==> src/hw/rtl/ted_pkg.sv <==
// Shared types and constants for the text encoding detector.
`timescale 1ns / 1ps

package ted_pkg;

  // Encoding codes reported with each verdict.
  typedef enum logic [1:0] {
    EncMbcs    = 2'd0,
    EncUtf8    = 2'd1,
    EncUtf16Le = 2'd2,
    EncUtf16Be = 2'd3
  } enc_e;

  // One byte of the buffer, with the end marker.
  typedef struct packed {
    logic [7:0] data_byte;
    logic       last_byte;
  } in_t;

  // One verdict.
  typedef struct packed {
    enc_e encoding;
    logic has_bom;
  } out_t;

  // Summary of the buffer after the current byte, from tracker to verdict logic.
  typedef struct packed {
    logic bom_utf8;
    logic bom_le;
    logic bom_be;
    logic mbcs_ok;
    logic utf8_ok;
    logic le_ok;
    logic be_ok;
    logic le_pair_seen;
    logic be_pair_seen;
  } ted_sum_t;

  // Byte order mark bytes.
  localparam logic [7:0] Utf8Bom0 = 8'hEF;
  localparam logic [7:0] Utf8Bom1 = 8'hBB;
  localparam logic [7:0] Utf8Bom2 = 8'hBF;
  localparam logic [7:0] BomFf    = 8'hFF;
  localparam logic [7:0] BomFe    = 8'hFE;

  // Surrogate ranges of a 16-bit unit.
  localparam logic [15:0] HiSurLo = 16'hD800;
  localparam logic [15:0] HiSurHi = 16'hDBFF;
  localparam logic [15:0] LoSurLo = 16'hDC00;
  localparam logic [15:0] LoSurHi = 16'hDFFF;

endpackage

==> src/hw/rtl/ted_tracker.sv <==
// Per-buffer state of the detector: BOM capture and the four validators.
`timescale 1ns / 1ps

module ted_tracker import ted_pkg::*; (
  input  logic     clk_i,
  input  logic     rst_ni,
  input  logic     step_i,
  input  in_t      item_i,
  output ted_sum_t sum_o
);

  typedef struct packed {
    logic ok;
    logic need;
    logic seen;
  } u16_st_t;

  // Surrogate pairing check on one complete 16-bit unit.
  function automatic u16_st_t check_unit(input logic [15:0] w, input u16_st_t st);
    u16_st_t r;
    logic    is_hi;
    logic    is_lo;
    r     = st;
    is_hi = (w >= HiSurLo) && (w <= HiSurHi);
    is_lo = (w >= LoSurLo) && (w <= LoSurHi);
    if (st.ok) begin
      if (w == 16'h0000) begin
        r.ok = 1'b0;
      end else if (st.need) begin
        if (is_lo) r.need = 1'b0;
        else r.ok = 1'b0;
      end else if (is_hi) begin
        r.need = 1'b1;
        r.seen = 1'b1;
      end else if (is_lo) begin
        r.ok = 1'b0;
      end
    end
    return r;
  endfunction

  localparam u16_st_t U16Reset = '{ok: 1'b1, need: 1'b0, seen: 1'b0};

  logic [1:0] pos_q, pos_d;
  logic [7:0] fb0_q, fb0_d, fb1_q, fb1_d;
  logic       u8bom_q, u8bom_d;
  logic [7:0] held_q, held_d;
  logic       odd_q, odd_d;
  logic       nz_q, nz_d;
  logic       u8ok_q, u8ok_d;
  logic [2:0] due_q, due_d;
  u16_st_t    le_q, le_d, be_q, be_d;
  logic [7:0] b;

  assign b = item_i.data_byte;

  // Next state after the current byte.
  always_comb begin
    pos_d   = (pos_q == 2'd3) ? pos_q : pos_q + 2'd1;
    fb0_d   = (pos_q == 2'd0) ? b : fb0_q;
    fb1_d   = (pos_q == 2'd1) ? b : fb1_q;
    u8bom_d = u8bom_q | ((pos_q == 2'd2) && (fb0_q == Utf8Bom0) &&
                         (fb1_q == Utf8Bom1) && (b == Utf8Bom2));
    nz_d    = nz_q & (b != 8'h00);

    // UTF-8 lead and continuation structure.
    u8ok_d = u8ok_q;
    due_d  = due_q;
    if (u8ok_q) begin
      if (due_q != 3'd0) begin
        if (b[7:6] != 2'b10) u8ok_d = 1'b0;
        else due_d = due_q - 3'd1;
      end else if (b == 8'h00) begin
        u8ok_d = 1'b0;
      end else begin
        case (1'b1)
          (b[7] == 1'b0):          due_d = 3'd0;
          (b[7:5] == 3'b110):      due_d = 3'd1;
          (b[7:4] == 4'b1110):     due_d = 3'd2;
          (b[7:3] == 5'b11110):    due_d = 3'd3;
          (b[7:2] == 6'b111110):   due_d = 3'd4;
          (b[7:1] == 7'b1111110):  due_d = 3'd5;
          default:                 due_d = 3'd0;
        endcase
      end
    end

    // UTF-16 pairing, one unit every second byte.
    held_d = held_q;
    le_d   = le_q;
    be_d   = be_q;
    if (!odd_q) begin
      held_d = b;
      odd_d  = 1'b1;
    end else begin
      le_d  = check_unit({b, held_q}, le_q);
      be_d  = check_unit({held_q, b}, be_q);
      odd_d = 1'b0;
    end
  end

  // Summary of the buffer including the current byte.
  always_comb begin
    sum_o.bom_utf8     = u8bom_d;
    sum_o.bom_le       = (pos_q != 2'd0) && (fb0_d == BomFf) && (fb1_d == BomFe);
    sum_o.bom_be       = (pos_q != 2'd0) && (fb0_d == BomFe) && (fb1_d == BomFf);
    sum_o.mbcs_ok      = nz_d;
    sum_o.utf8_ok      = u8ok_d && (due_d == 3'd0);
    sum_o.le_ok        = le_d.ok && !le_d.need && !odd_d;
    sum_o.be_ok        = be_d.ok && !be_d.need && !odd_d;
    sum_o.le_pair_seen = le_d.seen;
    sum_o.be_pair_seen = be_d.seen;
  end

  // State registers; the last byte of a buffer returns everything to reset.
  always_ff @(posedge clk_i or negedge rst_ni) begin
    if (!rst_ni) begin
      pos_q   <= 2'd0;
      fb0_q   <= 8'h00;
      fb1_q   <= 8'h00;
      u8bom_q <= 1'b0;
      held_q  <= 8'h00;
      odd_q   <= 1'b0;
      nz_q    <= 1'b1;
      u8ok_q  <= 1'b1;
      due_q   <= 3'd0;
      le_q    <= U16Reset;
      be_q    <= U16Reset;
    end else if (step_i) begin
      if (item_i.last_byte) begin
        pos_q   <= 2'd0;
        fb0_q   <= 8'h00;
        fb1_q   <= 8'h00;
        u8bom_q <= 1'b0;
        held_q  <= 8'h00;
        odd_q   <= 1'b0;
        nz_q    <= 1'b1;
        u8ok_q  <= 1'b1;
        due_q   <= 3'd0;
        le_q    <= U16Reset;
        be_q    <= U16Reset;
      end else begin
        pos_q   <= pos_d;
        fb0_q   <= fb0_d;
        fb1_q   <= fb1_d;
        u8bom_q <= u8bom_d;
        held_q  <= held_d;
        odd_q   <= odd_d;
        nz_q    <= nz_d;
        u8ok_q  <= u8ok_d;
        due_q   <= due_d;
        le_q    <= le_d;
        be_q    <= be_d;
      end
    end
  end

  // The UTF-16 phase follows the byte count over the first bytes.
  a_phase_pos: assert property (@(posedge clk_i) disable iff (!rst_ni)
    ((pos_q == 2'd1) |-> odd_q) and ((pos_q == 2'd0 || pos_q == 2'd2) |-> !odd_q))
    else $error("UTF-16 phase out of step with byte position");

  // No UTF-8 lead asks for more than five continuation bytes.
  a_due_range: assert property (@(posedge clk_i) disable iff (!rst_ni)
    due_q <= 3'd5)
    else $error("continuation count out of range");

  // A buffer's last byte leaves the tracker in its reset state.
  a_last_clears: assert property (@(posedge clk_i) disable iff (!rst_ni)
    (step_i && item_i.last_byte) |=> (pos_q == 2'd0 && !odd_q && nz_q && u8ok_q))
    else $error("state not cleared after a verdict");

endmodule

==> src/hw/rtl/ted_verdict.sv <==
// Combines BOM detection and validator results into one verdict.
`timescale 1ns / 1ps

module ted_verdict import ted_pkg::*; (
  input  ted_sum_t sum_i,
  output out_t     verdict_o
);

  logic [2:0] pass_cnt;

  assign pass_cnt = {2'b00, sum_i.mbcs_ok} + {2'b00, sum_i.utf8_ok} +
                    {2'b00, sum_i.le_ok} + {2'b00, sum_i.be_ok};

  // A BOM wins; otherwise the validators decide.
  always_comb begin
    verdict_o.has_bom  = 1'b0;
    verdict_o.encoding = EncMbcs;
    if (sum_i.bom_utf8) begin
      verdict_o.encoding = EncUtf8;
      verdict_o.has_bom  = 1'b1;
    end else if (sum_i.bom_le) begin
      verdict_o.encoding = EncUtf16Le;
      verdict_o.has_bom  = 1'b1;
    end else if (sum_i.bom_be) begin
      verdict_o.encoding = EncUtf16Be;
      verdict_o.has_bom  = 1'b1;
    end else if (pass_cnt == 3'd1) begin
      if (sum_i.utf8_ok)    verdict_o.encoding = EncUtf8;
      else if (sum_i.le_ok) verdict_o.encoding = EncUtf16Le;
      else if (sum_i.be_ok) verdict_o.encoding = EncUtf16Be;
      else                  verdict_o.encoding = EncMbcs;
    end else if (pass_cnt > 3'd1) begin
      // Both UTF-16 readings fit and UTF-8 does not: the surrogate pairs decide.
      if (sum_i.le_ok && sum_i.be_ok && !sum_i.utf8_ok) begin
        verdict_o.encoding = (sum_i.be_pair_seen && !sum_i.le_pair_seen) ?
                             EncUtf16Be : EncUtf16Le;
      end else begin
        verdict_o.encoding = EncUtf8;
      end
    end
  end

endmodule

==> src/hw/rtl/text_encoding_detector.sv <==
// Top level of the text encoding detector: input register, tracker, verdict register.
//
// Usage: bytes of a text buffer arrive in order on the input channel
// (in_valid_i / in_ready_o / in_i), the final byte marked by last_byte.
// After that byte one verdict leaves on the output channel
// (out_valid_o / out_ready_i / out_o): encoding (MBCS, UTF-8, UTF-16LE,
// UTF-16BE) and a flag for a byte order mark. Other bytes give no output.
// Throughput: one byte per cycle, including directly after a last byte, while
// no stalled verdict backs up the input; the next buffer can start in the
// cycle after the previous one ends. A last byte passes through one input
// register; its verdict then loads into the result register.
// The per-byte state update and the verdict logic sit between those two
// registers and set the cycle time.
// Reset clears both registers' valid flags and all buffer state, so the
// first byte after reset starts a new buffer.
// When the receiver stalls, the verdict holds in the result register and
// the input register still fills; in_ready_o drops only when both are
// occupied and the result is not being taken.
`timescale 1ns / 1ps

module text_encoding_detector import ted_pkg::*; (
  input  logic clk_i,
  input  logic rst_ni,
  input  logic in_valid_i,
  output logic in_ready_o,
  input  in_t  in_i,
  output logic out_valid_o,
  input  logic out_ready_i,
  output out_t out_o
);

  logic     s1_valid_q;
  in_t      s1_q;
  logic     out_valid_q;
  out_t     out_q;
  logic     advance;
  logic     step;
  ted_sum_t sum;
  out_t     verdict;

  // The result register can load when it is empty or being emptied.
  assign advance    = !out_valid_q || out_ready_i;
  assign step       = s1_valid_q && advance;
  assign in_ready_o = !s1_valid_q || advance;

  // Input register.
  always_ff @(posedge clk_i or negedge rst_ni) begin
    if (!rst_ni) begin
      s1_valid_q <= 1'b0;
    end else if (in_ready_o) begin
      s1_valid_q <= in_valid_i;
    end
  end

  always_ff @(posedge clk_i) begin
    if (in_ready_o && in_valid_i) begin
      s1_q <= in_i;
    end
  end

  ted_tracker u_tracker (
    .clk_i  (clk_i),
    .rst_ni (rst_ni),
    .step_i (step),
    .item_i (s1_q),
    .sum_o  (sum)
  );

  ted_verdict u_verdict (
    .sum_i     (sum),
    .verdict_o (verdict)
  );

  // Result register: loads a verdict on each buffer's last byte.
  always_ff @(posedge clk_i or negedge rst_ni) begin
    if (!rst_ni) begin
      out_valid_q <= 1'b0;
    end else if (advance) begin
      out_valid_q <= step && s1_q.last_byte;
    end
  end

  always_ff @(posedge clk_i) begin
    if (step && s1_q.last_byte) begin
      out_q <= verdict;
    end
  end

  assign out_valid_o = out_valid_q;
  assign out_o       = out_q;

  // A stalled verdict stays put.
  a_out_hold: assert property (@(posedge clk_i) disable iff (!rst_ni)
    (out_valid_o && !out_ready_i) |=> (out_valid_o && $stable(out_o)))
    else $error("verdict changed while stalled");

  // With no verdict pending the block always takes a byte.
  a_ready_free: assert property (@(posedge clk_i) disable iff (!rst_ni)
    !out_valid_q |-> in_ready_o)
    else $error("input stalled with empty result register");

  // A verdict appears only after a last byte moved on from the input register.
  a_out_cause: assert property (@(posedge clk_i) disable iff (!rst_ni)
    $rose(out_valid_q) |-> $past(s1_valid_q && s1_q.last_byte))
    else $error("verdict without a last byte");

endmodule

==> config.mk <==
export PLATFORM = sky130hd
export DESIGN_NAME = text_encoding_detector
export DESIGN_NICKNAME = d
export VERILOG_FILES = /design/src/hw/rtl/ted_pkg.sv /design/src/hw/rtl/ted_tracker.sv /design/src/hw/rtl/ted_verdict.sv /design/src/hw/rtl/text_encoding_detector.sv
export SDC_FILE = /design/constraint.sdc
export NUM_CORES = 1
export LEC_CHECK = 0
export BUFFER_PORTS_ARGS = -buffer_cell sky130_fd_sc_hd__buf_4
export CAP_MARGIN = 10
export CORE_UTILIZATION = 46
export CTS_CLUSTER_DIAMETER = 40
export DETAILED_ROUTE_END_ITERATION = 8
export PLACE_DENSITY = 0.71
export SLEW_MARGIN = 15
export SYNTH_ARGS = -nofsm -noshare
export SYNTH_HDL_FRONTEND = slang
export SYNTH_SLANG_ARGS = --single-unit
==> constraint.sdc <==
create_clock -name clk_i -period 3.65 [get_ports clk_i]
set_clock_uncertainty 0.2 [all_clocks]
set_input_delay 0.365 -clock clk_i [delete_from_list [all_inputs] [get_ports clk_i]]
set_output_delay 0.365 -clock clk_i [all_outputs]
set_load 0.005 [all_outputs]
# Word level (Yosys, flattened, before mapping)
# Cells that the tools add are included.
dict set report op_classes {
  eq_ne 19
  n_addsub 5
  reduce_logical 41
  bitwise_logic 2
  magnitude_cmp 9
  mux 60
}
# op n
set ops {}
lappend ops {{$ge A16 B16 Y1 const B} 4}
lappend ops {{$le A16 B16 Y1 const B} 4}
lappend ops {{$eq A8 B8 Y1 const B} 7}
lappend ops {{$mux W3} 18}
lappend ops {{$mux W8} 6}
lappend ops {{$logic_not A16 Y1} 2}
lappend ops {{$mux W2} 15}
lappend ops {{$logic_and A1 B1 Y1} 22}
lappend ops {{$mux W1} 21}
lappend ops {{$logic_not A8 Y1} 1}
lappend ops {{$reduce_bool A8 Y1} 1}
lappend ops {{$eq A7 B7 Y1 const B} 1}
lappend ops {{$add A3 B1 Y3} 2}
lappend ops {{$eq A6 B6 Y1 const B} 1}
lappend ops {{$logic_not A1 Y1} 6}
lappend ops {{$ne A2 B2 Y1 const B} 3}
lappend ops {{$eq A5 B5 Y1 const B} 1}
lappend ops {{$eq A2 B2 Y1 const B} 2}
lappend ops {{$eq A4 B4 Y1 const B} 1}
lappend ops {{$reduce_and A2 Y1} 2}
lappend ops {{$eq A3 B1 Y1 const B} 1}
lappend ops {{$eq A3 B3 Y1 const B} 1}
lappend ops {{$gt A3 B1 Y1 const B} 1}
lappend ops {{$logic_not A3 Y1} 1}
lappend ops {{other kinds (11)} 12}
dict set report word_totals {
  inputBits 13
  regBits 53
  output_inout_bits 5
}

# Depth between registers and ports, before layout
# Gate-level depths: netlist (run 1).
dict set report depth {
  word_depth 20
  ltp_mapped 17
}

# Hierarchy
# Synthesis (run 1) repeated with hierarchy kept, for this count alone.
dict set report unflattened {
  hier_cells 313
  area_unflattened_um2 3098.0
}
# module cells_each area_each_um2 instances
set by_module_without_submodules {}
lappend by_module_without_submodules {ted_tracker 265 2417.3 1}
lappend by_module_without_submodules {text_encoding_detector 22 471.7 1}
lappend by_module_without_submodules {ted_verdict 26 209.0 1}

# Worst setup path before layout (run 1)
# No wires, ideal clock.
dict set report synth_path {
  path_type {reg2reg}
  start {register s1_q[4] (netlist name)}
  end {register out_q, in the netlist out_o[1] (data pin)}
  arrival_ns 3.464
  path_stages_with_launch 17
  slack_ns -0.277
  period_less_slack_ns 3.927
  cell_sequence {edfxtp_1 buf_6 or4_4 or2_4 a31oi_1 nor4_2 ha_1 inv_1 fa_1 inv_1 ha_1 nor3_1 nor2_1 o21ai_0 o22ai_1 a211oi_1 o31ai_1}
}
dict set report synth_between {
  elab_chain_cells 20
  word_cells_on_any_way 92
  cone_classes {add/sub (3); order compare (9); eq/ne (9); mux (43); bitwise (2); reduce/logical (26)}
}
# element line
set synth_lines {}
lappend synth_lines {{start: declaration} text_encoding_detector.sv:33} ;# in_t s1_q;
lappend synth_lines {{start signal: assignment} text_encoding_detector.sv:57} ;# s1_q <= in_i;
lappend synth_lines {{$eq A7 B7 Y1} ted_tracker.sv:82} ;# (b[7:1] == 7'b1111110): due_d = 3'd5;
lappend synth_lines {{$mux W3 (6 in series)} ted_tracker.sv:76} ;# case (1'b1)
lappend synth_lines {{$mux W3} ted_tracker.sv:73} ;# end else if (b == 8'h00) begin
lappend synth_lines {{$mux W3} ted_tracker.sv:70} ;# if (due_q != 3'd0) begin
lappend synth_lines {{$mux W3} ted_tracker.sv:69} ;# if (u8ok_q) begin
lappend synth_lines {{$logic_not A3 Y1} ted_tracker.sv:108} ;# sum_o.utf8_ok = u8ok_d && (due_d == 3'd0);
lappend synth_lines {{$logic_and A1 B1 Y1} ted_tracker.sv:108}
lappend synth_lines {{$add A1 B1 Y2} ted_verdict.sv:11} ;# assign pass_cnt = {2'b00, sum_i.mbcs_ok} + {2'b00, sum_i.utf8_ok} +
lappend synth_lines {{$add A3 B1 Y3} ted_verdict.sv:11}
lappend synth_lines {{$add A3 B1 Y3} ted_verdict.sv:12} ;# {2'b00, sum_i.le_ok} + {2'b00, sum_i.be_ok};
lappend synth_lines {{$gt A3 B1 Y1} ted_verdict.sv:32} ;# end else if (pass_cnt > 3'd1) begin
lappend synth_lines {{$mux W2} ted_verdict.sv:32}
lappend synth_lines {{$mux W2} ted_verdict.sv:27} ;# end else if (pass_cnt == 3'd1) begin
lappend synth_lines {{$mux W2} ted_verdict.sv:24} ;# end else if (sum_i.bom_be) begin
lappend synth_lines {{$mux W3} ted_verdict.sv:21} ;# end else if (sum_i.bom_le) begin
lappend synth_lines {{end signal: assignment} text_encoding_detector.sv:85} ;# out_q <= verdict;
lappend synth_lines {{end: declaration} text_encoding_detector.sv:35} ;# out_t out_q;
# Several ways; a longest one is shown, not always the timed one.
# A chain may end at the register's enable or synchronous reset.

# Worst setup path after layout (run 1)
dict set report layout_path {
  start {register u_tracker.due_q[1]}
  end {register out_q, in the netlist out_o[1] (data pin)}
}
dict set report layout_between {
  elab_chain_cells 14
  word_cells_on_any_way 23
  cone_classes {add/sub (4); order compare (1); eq/ne (1); mux (12); reduce/logical (5)}
}
# element line
set layout_lines {}
lappend layout_lines {{start: declaration} ted_tracker.sv:51} ;# logic [2:0] due_q, due_d;
lappend layout_lines {{start signal: assignment} ted_tracker.sv:151} ;# due_q <= due_d;
lappend layout_lines {{$sub A3 B1 Y3} ted_tracker.sv:72} ;# else due_d = due_q - 3'd1;
lappend layout_lines {{$mux W3} ted_tracker.sv:71} ;# if (b[7:6] != 2'b10) u8ok_d = 1'b0;
lappend layout_lines {{$mux W3} ted_tracker.sv:70}
lappend layout_lines {{$mux W3} ted_tracker.sv:69}
lappend layout_lines {{$logic_not A3 Y1} ted_tracker.sv:108}
lappend layout_lines {{$logic_and A1 B1 Y1 *} ted_tracker.sv:108}
lappend layout_lines {{$add A1 B1 Y2} ted_verdict.sv:11}
lappend layout_lines {{$add A3 B1 Y3} ted_verdict.sv:11}
lappend layout_lines {{$add A3 B1 Y3} ted_verdict.sv:12}
lappend layout_lines {{$gt A3 B1 Y1} ted_verdict.sv:32}
lappend layout_lines {{$mux W2} ted_verdict.sv:32}
lappend layout_lines {{$mux W2 *} ted_verdict.sv:27}
lappend layout_lines {{$mux W2 *} ted_verdict.sv:24}
lappend layout_lines {{$mux W3 *} ted_verdict.sv:21}
# Mark *: on every way between the ends. The rest lies on a longest branch, timed or not.

==> impl_metrics.py, run 1 <==
metrics = {
    "synth": {
        "yosysTopAreaCell": "dfrtp_1",
        "synth-edff-count": 12,
        "synthArstFlopShare": 0.774,
        "ys_types": 53,
        "synthFlopType": "dfrtp_1",
        "syn-cell-area_um2": 2920,
        "yosysWarnings": 0,
        "syn_nets": 332,
        "synth_top_area_share": 0.318,
        "syn_inst": 309,
        "netlist_top_cells_area": "dfrtp_1 32%, edfxtp_1 12%, a21oi_1 5.0%",
        "yosysSeqAreaShare": 0.477,
        "synth_seq_cells": 53,
        "syn_area_per_cell_um2": 9.43,
    },
    "floorplan": {
        "core_um2": 6030,
        "design.die.area_um2": 6660,
        "die_x_um": 81.6,
        "io_pins": 18,
        "chipHeight_um": 81.6,
        "rows": 28,
        "start_util": 0.484,
    },
    "clocking": {
        "cts_made_buffers": 5,
        "cts-root-buf": "clkbuf_8",
        "cts.sinks": 53,
        "clk_pin_slew_worst_paths_ns": 0.10,
        "h-tree-depth": 2,
        "cts_buffer_depth": 2,
        "cts_tree": "built",
        "clk-insertion-delay-late_ns": 0.31,
    },
    "timing": {
        "holdWs_ns": 0.0259,
        "finalSetupTns_ns": 0,
        "min_period_ns": 3.54,
        "final_max_slew_viol_count": 0,
        "hold_viol": 0,
        "setup_viol": 0,
        "timing.fmax_mhz": 283,
        "fin_ws_ns": 0.110,
        "tightest_slew_ns": 0.928,
        "finalCritPeriodShare": 0.970,
        "rsz0062_at_grt": "true",
        "timing.slew.headroom": 0.377,
    },
    "min_path": {
        "min-delay-start": "in_i[0]",
        "hp-class": "in2reg",
    },
    "critical_path": {
        "cp-startpoint": "u_tracker.due_q[1]",
        "critical_path_class": "reg2reg",
        "required_ns": 3.52,
        "cp_max_fo": 3,
        "r2r_slack_ns": 0.11,
        "crit_arrival_ns": 3.41,
        "rr_startpoint": "u_tracker.due_q[1]",
        "start_kind": "register",
        "end_kind": "register",
    },
    "global_route": {
        "grt_pass1_vias": 2321,
        "antenna_found_initial": 0,
        "grt_max_degree": 42,
        "overflow": 0,
        "grt_util_all_layers": 0.226,
        "grt_pass1_wl_um": 11400,
    },
    "route": {
        "vias": 2422,
        "viasPerCell": 5.81,
        "drt_wl_total_um": 6810,
        "dr.pass1.iters": 4,
        "antenna_left": 0,
        "drc": 0,
        "drtIter0Drc": 165,
        "wl_per_cell_um": 16.3,
    },
    "finish": {
        "final_area_um2": 3410,
        "syn_to_final_growth_pct": 16.9,
        "nets": 364,
        "drive_gt1_frac": 0.216,
        "num_antenna_cells": 0,
    },
    "place": {
        "place.gp.congestion": 0.828,
        "pre_cts_ws_ns": -0.0782,
        "io_buffers": 17,
        "dp_hpwl_um": 4660,
        "place_area_um2": 3280,
    },
    "status": {
        "status": "finished, final reports clean",
    },
    "power_and_ir_drop": {
        "p_leak_nw": 1.46,
        "p_total_w": 0.00226,
        "ir_drop_mv": 0.397,
        "powerDensity_nw_per_um2": 662,
    },
    "job": {
        "max-cap-violations": 0,
    },
}
## worst max-delay path: stages, from the launching register on
cell	delay, ns
dfrtp_1	0.40
inv_1	0.08
ha_2	0.20
nor2b_4	0.15
buf_4	0.14
nor3_1	0.04
o311a_1	0.33
nor4_4	0.28
ha_1	0.28
inv_2	0.06
fa_2	0.45
nor3_4	0.20
nor2_1	0.06
o21ai_1	0.07
o22ai_1	0.08
a211oi_2	0.17
o31ai_1	0.09
## synth_stat cells, types with 2 or more instances
cell type,instances
edfxtp_1,12
buf_6,2
dfstp_2,4
nor2b_1,15
o21a_1,2
o21ai_1,2
a22oi_1,3
or4b_2,2
nand4b_1,2
nand4_1,4
a22o_1,9
or4_1,5
nand3b_1,3
nor3_1,8
o21ai_0,24
ha_1,9
buf_2,2
xor2_1,2
a21oi_1,29
or4_4,2
inv_1,20
nand2_1,30
nand3_1,7
a211oi_1,3
o22ai_1,7
and3_1,3
nor2_1,16
and2_1,3
a31oi_1,2
clkbuf_1,14
nor4_1,2
nand2b_1,4
dfrtp_1,37
## cells by family (layout without fill, tap and decap cells)
group | Yosys count | count (layout) | synth area share
buf+inv | 38 | 71 | 0.0549
fa+ha+maj | 10 | 10 | 0.0455
simple gates | 114 | 114 | 0.218
xor+xnor | 3 | 3 | 0.00901
flops | 53 | 53 | 0.477
mux | 1 | 1 | 0.00343
compound gates | 90 | 90 | 0.191
## state kept, by name, indices dropped and copies added (netlist names)
signal             flops
u_tracker.pos_q        2
out_valid_o            1
u_tracker.held_q       8
out_o                  3
u_tracker.fb0_q        8
u_tracker.odd_q        1
s1_valid_q             1
u_tracker.u8bom_q      1
u_tracker.u8ok_q       1
u_tracker.be_q         3
s1_q                   9
u_tracker.nz_q         1
u_tracker.fb1_q        8
u_tracker.due_q        3
u_tracker.le_q         3
## report_power, final
| part | leakage [nW] | internal, W | switching (W) |
|---|---|---|---|
| combinational | 0.767 | 0.000499 | 0.000505 |
| clock | 0.0450 | 0.000134 | 0.000201 |
| sequential | 0.645 | 0.000772 | 0.000146 |
| total | 1.46 | 0.00141 | 0.000852 |
## area by class of cell
class                      instances  area [µm²]
sequential                        53        1390
tap                               75        93.8
timing repair buffer              43         325
multi-input combinational        218        1440
clock inverter                     2        10.0
inverter                          20        75.1
clock buffer                       6        72.6
fill                             547        2620
## path summary, 6_finish.rpt
check,cells past startpoint,to
worst max-delay path,16,out_o[1]
worst min-delay path,1,s1_q[0]
worst max register to register,16,out_o[1]
worst min register to register,2,u_tracker.nz_q
max in group asynchronous,2,u_tracker.u8ok_q
min in group asynchronous,2,u_tracker.held_q[1]
## routing by layer
layer,vias to the layer above,part of all wire,global-route usage
met5,-,0,0
met4,0,0.011,0.0649
met2,53,0.47,0.366
li1,1178,-,-
met1,1184,0.48,0.313
met3,7,0.039,0.0356
## per-stage QoR
step,std cells,util
finish,417,0.565
global route,417,0.565
floorplan,309,-
detailed placement,405,0.544
global placement,405,0.544
CTS,415,0.562
## what timing repair did
item / CTS / global route
pin swaps: 2 / 1
hold endpoints to repair: 37 / 0
buffers inserted: 1 / 2
gates resized for setup: 1 / 5
hold buffers: 1 / 0
endpoints found under the setup margin: 1 / 2
## cells in the final DEF (no fill, tap or decap), types with 4 or more instances in the layout
| cell type | synthesis | routed |
|---|---|---|
| nor2b_1 | 15 | 14 |
| dfstp_2 | 4 | 4 |
| nand3_1 | 7 | 7 |
| inv_1 | 20 | 17 |
| o21ai_0 | 24 | 22 |
| nand2_1 | 30 | 30 |
| nor3_1 | 8 | 7 |
| nor2_1 | 16 | 16 |
| edfxtp_1 | 12 | 12 |
| buf_4 | 0 | 42 |
| dfrtp_1 | 37 | 37 |
| nand2b_1 | 4 | 4 |
| a21oi_1 | 29 | 29 |
| or4_1 | 5 | 5 |
| o22ai_1 | 7 | 7 |
| a22o_1 | 9 | 9 |
| clkbuf_8 | 0 | 5 |
| nand4_1 | 4 | 4 |
| ha_1 | 9 | 6 |
(Power assumes the default switching activity.)
==> run 2: changes to the inputs <==
--- a/config.mk
+++ b/config.mk
@@ -7,10 +7,11 @@
 export LEC_CHECK = 0
 export BUFFER_PORTS_ARGS = -buffer_cell sky130_fd_sc_hd__buf_4
 export CAP_MARGIN = 10
-export CORE_UTILIZATION = 46
+export CORE_UTILIZATION = 30
 export CTS_CLUSTER_DIAMETER = 40
 export DETAILED_ROUTE_END_ITERATION = 8
-export PLACE_DENSITY = 0.71
+export PLACE_DENSITY = 0.52
+export RECOVER_POWER = 100
 export SLEW_MARGIN = 15
 export SYNTH_ARGS = -nofsm -noshare
 export SYNTH_HDL_FRONTEND = slang
==> run 2 against run 1 <==
Net effect: the flow now finishes with violations (capacitance limit, slew limit); via count shrank 1.7%; combinational power is 4% higher; largest cell class unchanged; critical endpoint unchanged; sequential power hardly changed; sequential share of layout area is 1.5 points lower.
==> impl_metrics.py, run 2 (synthesis gave the netlist of run 1 again) <==
metrics = {
    "power_and_ir_drop": {
        "p_leak_nw": 1.46,
        "ir_drop_mv": 0.246,
        "powerDensity_nw_per_um2": 670,
        "p_total_w": 0.00237,
    },
    "min_path": {
        "min_path_cells": 2,
        "hp-class": "in2reg",
        "min_to": "s1_valid_q",
        "min-delay-start": "in_valid_i",
    },
    "timing": {
        "final_max_slew_viol_count": 42,
        "holdWs_ns": 0.0480,
        "timing.fmax_mhz": 274,
        "fin_ws_ns": 0.00434,
        "rsz0062_at_grt": "true",
        "setup_viol": 0,
        "min_period_ns": 3.65,
        "finalCritPeriodShare": 0.999,
        "hold_viol": 0,
        "tightest_slew_ns": 2.36,
        "timing.slew.headroom": -0.570,
        "finalSetupTns_ns": 0,
    },
    "route": {
        "drtIter0Drc": 191,
        "vias": 2381,
        "dr.pass1.iters": 4,
        "drt_wl_total_um": 7220,
        "viasPerCell": 5.04,
        "drc": 0,
        "antenna_left": 0,
        "wl_per_cell_um": 15.3,
    },
    "clocking": {
        "cts-root-buf": "clkbuf_8",
        "cts_buffer_depth": 2,
        "h-tree-depth": 2,
        "cts_tree": "built",
        "clk_pin_slew_worst_paths_ns": 0.10,
        "cts.sinks": 53,
        "clk-insertion-delay-late_ns": 0.31,
        "cts_made_buffers": 5,
    },
    "critical_path": {
        "critical_path_class": "reg2reg",
        "cp_top_family": "adder cells",
        "crit_arrival_ns": 3.51,
        "max_stage_delay_ns": 0.39,
        "start_kind": "register",
        "r2r_slack_ns": 0.004,
        "ff2ff_path_depth": 19,
        "path_cells": "inv_2 > ha_4 > nor2b_4 > buf_6 > nor4bb_2 > buf_4 > a31oi_4 > nor4_4 > ha_1 > inv_2 > fa_2 > inv_2 > ha_4 > nor3_4 > nor2_1 > o21ai_1 > o22ai_1 > a211oi_2 > o31ai_1",
        "rr_endpoint": "out_o[1]",
        "end_kind": "register",
        "path_common_cell": "inv_2",
        "cp_max_fo": 3,
        "path_buf_inv": 5,
        "required_ns": 3.51,
        "rr_startpoint": "u_tracker.due_q[0]",
        "slowest_stage": "dfrtp_1",
    },
    "finish": {
        "drive_gt1_frac": 0.222,
        "nets": 365,
        "multi_input_area_um2": 1460,
        "syn_to_final_growth_pct": 21.2,
        "largest_reg_flops": 9,
        "nFillCells": 924,
        "seqCellArea_um2": 1390,
        "largest-register": "s1_q",
        "stdcell_count": 472,
        "layout_common_cells": "37 x dfrtp_1, 30 x nand2_1, 29 x a21oi_1",
        "layout_commonest_cell": "dfrtp_1",
        "num_antenna_cells": 0,
    },
    "job": {
        "max-cap-violations": 1,
    },
    "floorplan": {
        "die_x_um": 101,
        "design.die.area_um2": 10100,
        "rows": 35,
        "start_util": 0.313,
        "core_um2": 9330,
        "io_pins": 18,
        "chipHeight_um": 101,
    },
    "place": {
        "pre_cts_ws_ns": -0.0427,
        "place_inst": 461,
        "place.gp.congestion": 0.821,
        "dp_hpwl_um": 5100,
        "io_buffers": 17,
    },
    "status": {
        "status": "finished, violations left",
        "violations": "capacitance limit, slew limit",
    },
    "global_route": {
        "grt_pass1_vias": 2276,
        "grt_pass1_wl_um": 12000,
        "antenna_found_initial": 0,
        "grt_util_all_layers": 0.154,
        "grt_max_degree": 42,
        "overflow": 0,
    },
}
[run 2: worst reg2reg max path, delay by kind of cell (launching register included)]
kind,cells,cell delay (ns)
adder cells (fa/ha/maj),4,0.92
AND/OR/NAND/NOR,5,0.91
AO/OA/AOI/OAI,5,0.53
buffers and inverters,5,0.46
flip-flops,1,0.39
[run 2: layer usage]
layer / global-route usage / vias to the layer above / wire, µm
li1: - / 1173 / -
met1: 0.227 / 1159 / 3560
met2: 0.236 / 47 / 3320
met3: 0.0270 / 2 / 305
met4: 0.0301 / 0 / 27
met5: 0 / - / 0
[run 2: stage by stage]
stage	instance area, µm²	util
2_1_floorplan	2980	-
6_report	3530	0.379
3_3_place_gp	3360	0.361
3_5_place_dp	3360	0.361
4_1_cts	3510	0.376
5_1_grt	3530	0.379
[run 2: how the worst max path moves through the flow]
stage | endpoint | slack (ns) | from | depth (start not counted)
after detailed placement | out_o[1] | -0.04 | u_tracker.due_q[0] | 16
after CTS | out_o[1] | 0.03 | u_tracker.due_q[0] | 19
final | out_o[1] | 0.004 | u_tracker.due_q[0] | 19
after global placement | out_o[1] | -0.01 | u_tracker.due_q[1] | 16
after floorplan | out_o[1] | -0.04 | s1_q[5] | 16
after global routing | out_o[1] | -0.15 | u_tracker.due_q[0] | 19
[run 2: power by group]
| part | switching (W) | internal [W] |
|---|---|---|
| clock network | 0.000205 | 0.000206 |
| logic | 0.000519 | 0.000520 |
| registers | 0.000147 | 0.000772 |
| total | 0.000871 | 0.00150 |
[run 2: area by class of cell]
type / count / share of cell area
Multi-Input combinational cell: 218 / 0.414
Sequential cell: 53 / 0.394
Timing Repair Buffer: 44 / 0.0931
Tap cell: 129 / 0.0457
Inverter: 20 / 0.0212
Clock buffer: 5 / 0.0195
Clock inverter: 3 / 0.0131
[run 2: repair_timing]
action,4_1_cts,5_1_grt
hold endpoints to repair,37,0
hold buffers,1,0
pin swaps,1,10
buffers inserted,1,1
resized for setup,2,9
setup endpoints to repair,1,2
==> run 3: changes to the inputs <==
--- a/config.mk
+++ b/config.mk
@@ -5,6 +5,7 @@
 export SDC_FILE = /design/constraint.sdc
 export NUM_CORES = 1
 export LEC_CHECK = 0
+export ABC_AREA = 1
 export BUFFER_PORTS_ARGS = -buffer_cell sky130_fd_sc_hd__buf_4
 export CAP_MARGIN = 10
 export CORE_UTILIZATION = 30
==> run 3 against run 2 <==
Net effect: the run still ends with capacitance limit, slew limit left; die area is 0.29% higher; fmax is 7.6% higher; worst hold slack better by 0.0018 ns; routed wire length is 1.7% lower; critical path type unchanged; critical endpoint unchanged; largest power group unchanged.
==> impl_metrics.py, run 3 <==
metrics = {
    "global_route": {
        "grt_max_degree": 42,
        "antenna_found_initial": 0,
        "grt_util_all_layers": 0.153,
        "grt_pass1_vias": 2467,
        "grt_pass1_wl_um": 12000,
        "overflow": 0,
    },
    "synth": {
        "synthFlopType": "dfrtp_1",
        "synth_xor_area_frac": 0,
        "ys_types": 30,
        "yosysSeqAreaShare": 0.476,
        "yosys.area_share.simple": 0.253,
        "yosysWarnings": 0,
        "netlist_top_cells_area": "dfrtp_1 32%, edfxtp_1 12%, nand2_1 11%",
        "syn_inst": 368,
        "synth.area.mux_share": 0,
        "synth_top_area_share": 0.317,
        "yosysMostFrequentCell": "nand2_1",
        "synthArstFlopShare": 0.774,
        "synth_top_family_by_area": "simple AND/OR/NAND/NOR gates",
        "synth_seq_cells": 53,
        "syn-cell-area_um2": 2920,
        "synth_commonest_cells": "83 x nand2_1, 60 x inv_1, 37 x dfrtp_1",
        "syn_nets": 391,
        "synth-compound-area-share": 0.131,
        "synth-edff-count": 12,
        "syn_area_per_cell_um2": 7.95,
        "yosysTopAreaCell": "dfrtp_1",
        "synthAdderAreaFrac": 0.0454,
    },
    "timing": {
        "hold_viol": 0,
        "fin_ws_ns": 0.261,
        "final_max_slew_viol_count": 42,
        "tightest_slew_ns": 2.35,
        "timing.fmax_mhz": 295,
        "timing.slew.headroom": -0.566,
        "finalCritPeriodShare": 0.928,
        "holdWs_ns": 0.0498,
        "setup_viol": 0,
        "min_period_ns": 3.39,
    },
    "finish": {
        "nFillCells": 973,
        "seqCellArea_um2": 1390,
        "final_area_um2": 3310,
        "nets": 411,
        "stdcell_count": 518,
        "syn_to_final_growth_pct": 13.2,
        "drive_gt1_frac": 0.123,
        "num_antenna_cells": 0,
        "multi_input_area_um2": 1270,
        "fin_util": 0.355,
        "largest_reg_flops": 9,
        "largest-register": "s1_q",
        "layout_common_cells": "83 x nand2_1, 60 x inv_1, 37 x dfrtp_1",
        "layout_commonest_cell": "nand2_1",
    },
    "clocking": {
        "cts_made_buffers": 5,
        "cts_buffer_depth": 2,
        "cts_tree": "built",
        "cts-root-buf": "clkbuf_8",
        "clk-insertion-delay-late_ns": 0.31,
        "cts.sinks": 53,
        "h-tree-depth": 2,
        "clk_pin_slew_worst_paths_ns": 0.10,
    },
    "route": {
        "drc": 0,
        "antenna_left": 0,
        "wl_per_cell_um": 13.7,
        "dr.pass1.iters": 4,
        "drtIter0Drc": 127,
        "vias": 2448,
        "viasPerCell": 4.73,
        "drt_wl_total_um": 7090,
    },
    "place": {
        "io_buffers": 17,
        "place.gp.congestion": 0.805,
        "pre_cts_ws_ns": 0.177,
        "place_inst": 507,
        "dp_hpwl_um": 5200,
        "place_area_um2": 3190,
    },
    "min_path": {
        "min_to": "s1_q[5]",
        "hp-class": "in2reg",
        "min-delay-start": "in_i[5]",
        "min_path_cells": 1,
    },
    "floorplan": {
        "start_util": 0.313,
        "rows": 35,
        "chipHeight_um": 101,
        "core_um2": 9330,
        "io_pins": 18,
        "design.die.area_um2": 10100,
        "die_x_um": 101,
    },
    "critical_path": {
        "rr_startpoint": "u_tracker.due_q[0]",
        "ff2ff_path_depth": 20,
        "crit_arrival_ns": 3.25,
        "cp_max_fo": 5,
        "start_kind": "register",
        "end_kind": "register",
        "r2r_slack_ns": 0.26,
        "required_ns": 3.51,
        "rr_endpoint": "out_o[1]",
        "critical_path_class": "reg2reg",
    },
    "power_and_ir_drop": {
        "ir_drop_mv": 0.249,
        "powerDensity_nw_per_um2": 637,
        "p_leak_nw": 1.48,
    },
    "status": {
        "status": "finished, violations left",
        "violations": "capacitance limit, slew limit",
    },
    "job": {
        "max-cap-violations": 1,
    },
}
## run 3: critical path, cell delays in order, from the launching register on
cell,delay [ns]
dfrtp_1,0.37
inv_1,0.09
ha_1,0.22
nand2_1,0.16
nand2_1,0.09
or2_1,0.21
nand2_1,0.14
nor2_4,0.07
nand2_2,0.08
nor2_4,0.04
ha_1,0.27
inv_1,0.05
fa_1,0.41
inv_1,0.07
ha_1,0.22
nor3_2,0.16
nor2_1,0.08
nand2_1,0.07
nand2_1,0.05
nand2_1,0.05
nand2_1,0.05
## run 3: report_power, final
| part | switching, W | internal [W] | total, W |
|---|---|---|---|
| combinational | 0.000591 | 0.000342 | 0.000932 |
| sequential | 0.0000921 | 0.000745 | 0.000838 |
| clock | 0.000204 | 0.000133 | 0.000338 |
| total | 0.000887 | 0.00122 | 0.00211 |
## run 3: final cells by class
class / instances / share of cell area
Timing Repair Buffer: 22 / 0.0484
Multi-Input combinational cell: 243 / 0.385
Clock inverter: 3 / 0.00529
Tap cell: 129 / 0.0488
Clock buffer: 5 / 0.0208
Inverter: 63 / 0.0715
Sequential cell: 53 / 0.420
## run 3: what timing repair did
item / CTS / global route
buffers inserted: 0 / 2
gates resized for setup: 0 / 4
hold endpoints to repair: 37 / 0
hold buffers: 1 / 0
endpoints found under the setup margin: 0 / 2
## run 3: per-stage QoR
step / total power (W) / setup TNS, ns
after floorplan: 0.00153 / 0
after global placement: 0.00172 / 0
after detailed placement: 0.00175 / 0
after CTS: 0.00209 / 0
after global routing: 0.00231 / -0.00769
final: 0.00211 / 0
## run 3: kinds of logic (layout without fill, tap and decap cells)
group,Yosys count,in the layout
AND/OR/NAND/NOR,163,163
adder cells (fa/ha/maj),10,10
buffers and inverters,72,93
flip-flops,53,53
AO/OA/AOI/OAI,70,70
## run 3: worst max path at each step
stage,endpoint,depth (start not counted),startpoint
2_1_floorplan,out_o[1],20,u_tracker.due_q[0]
3_3_place_gp,out_o[1],19,s1_q[8]
3_5_place_dp,out_o[1],19,s1_q[8]
4_1_cts,out_o[1],19,s1_q[8]
5_1_grt,out_o[1],19,s1_q[5]
6_report,out_o[1],20,u_tracker.due_q[0]
## run 3: routing by layer
layer,GRT usage,vias to the layer above,part of all wire
li1,-,1244,-
met1,0.200,1156,0.49
met2,0.261,42,0.47
met3,0.0257,6,0.030
met4,0.0446,0,0.011
met5,0,-,0
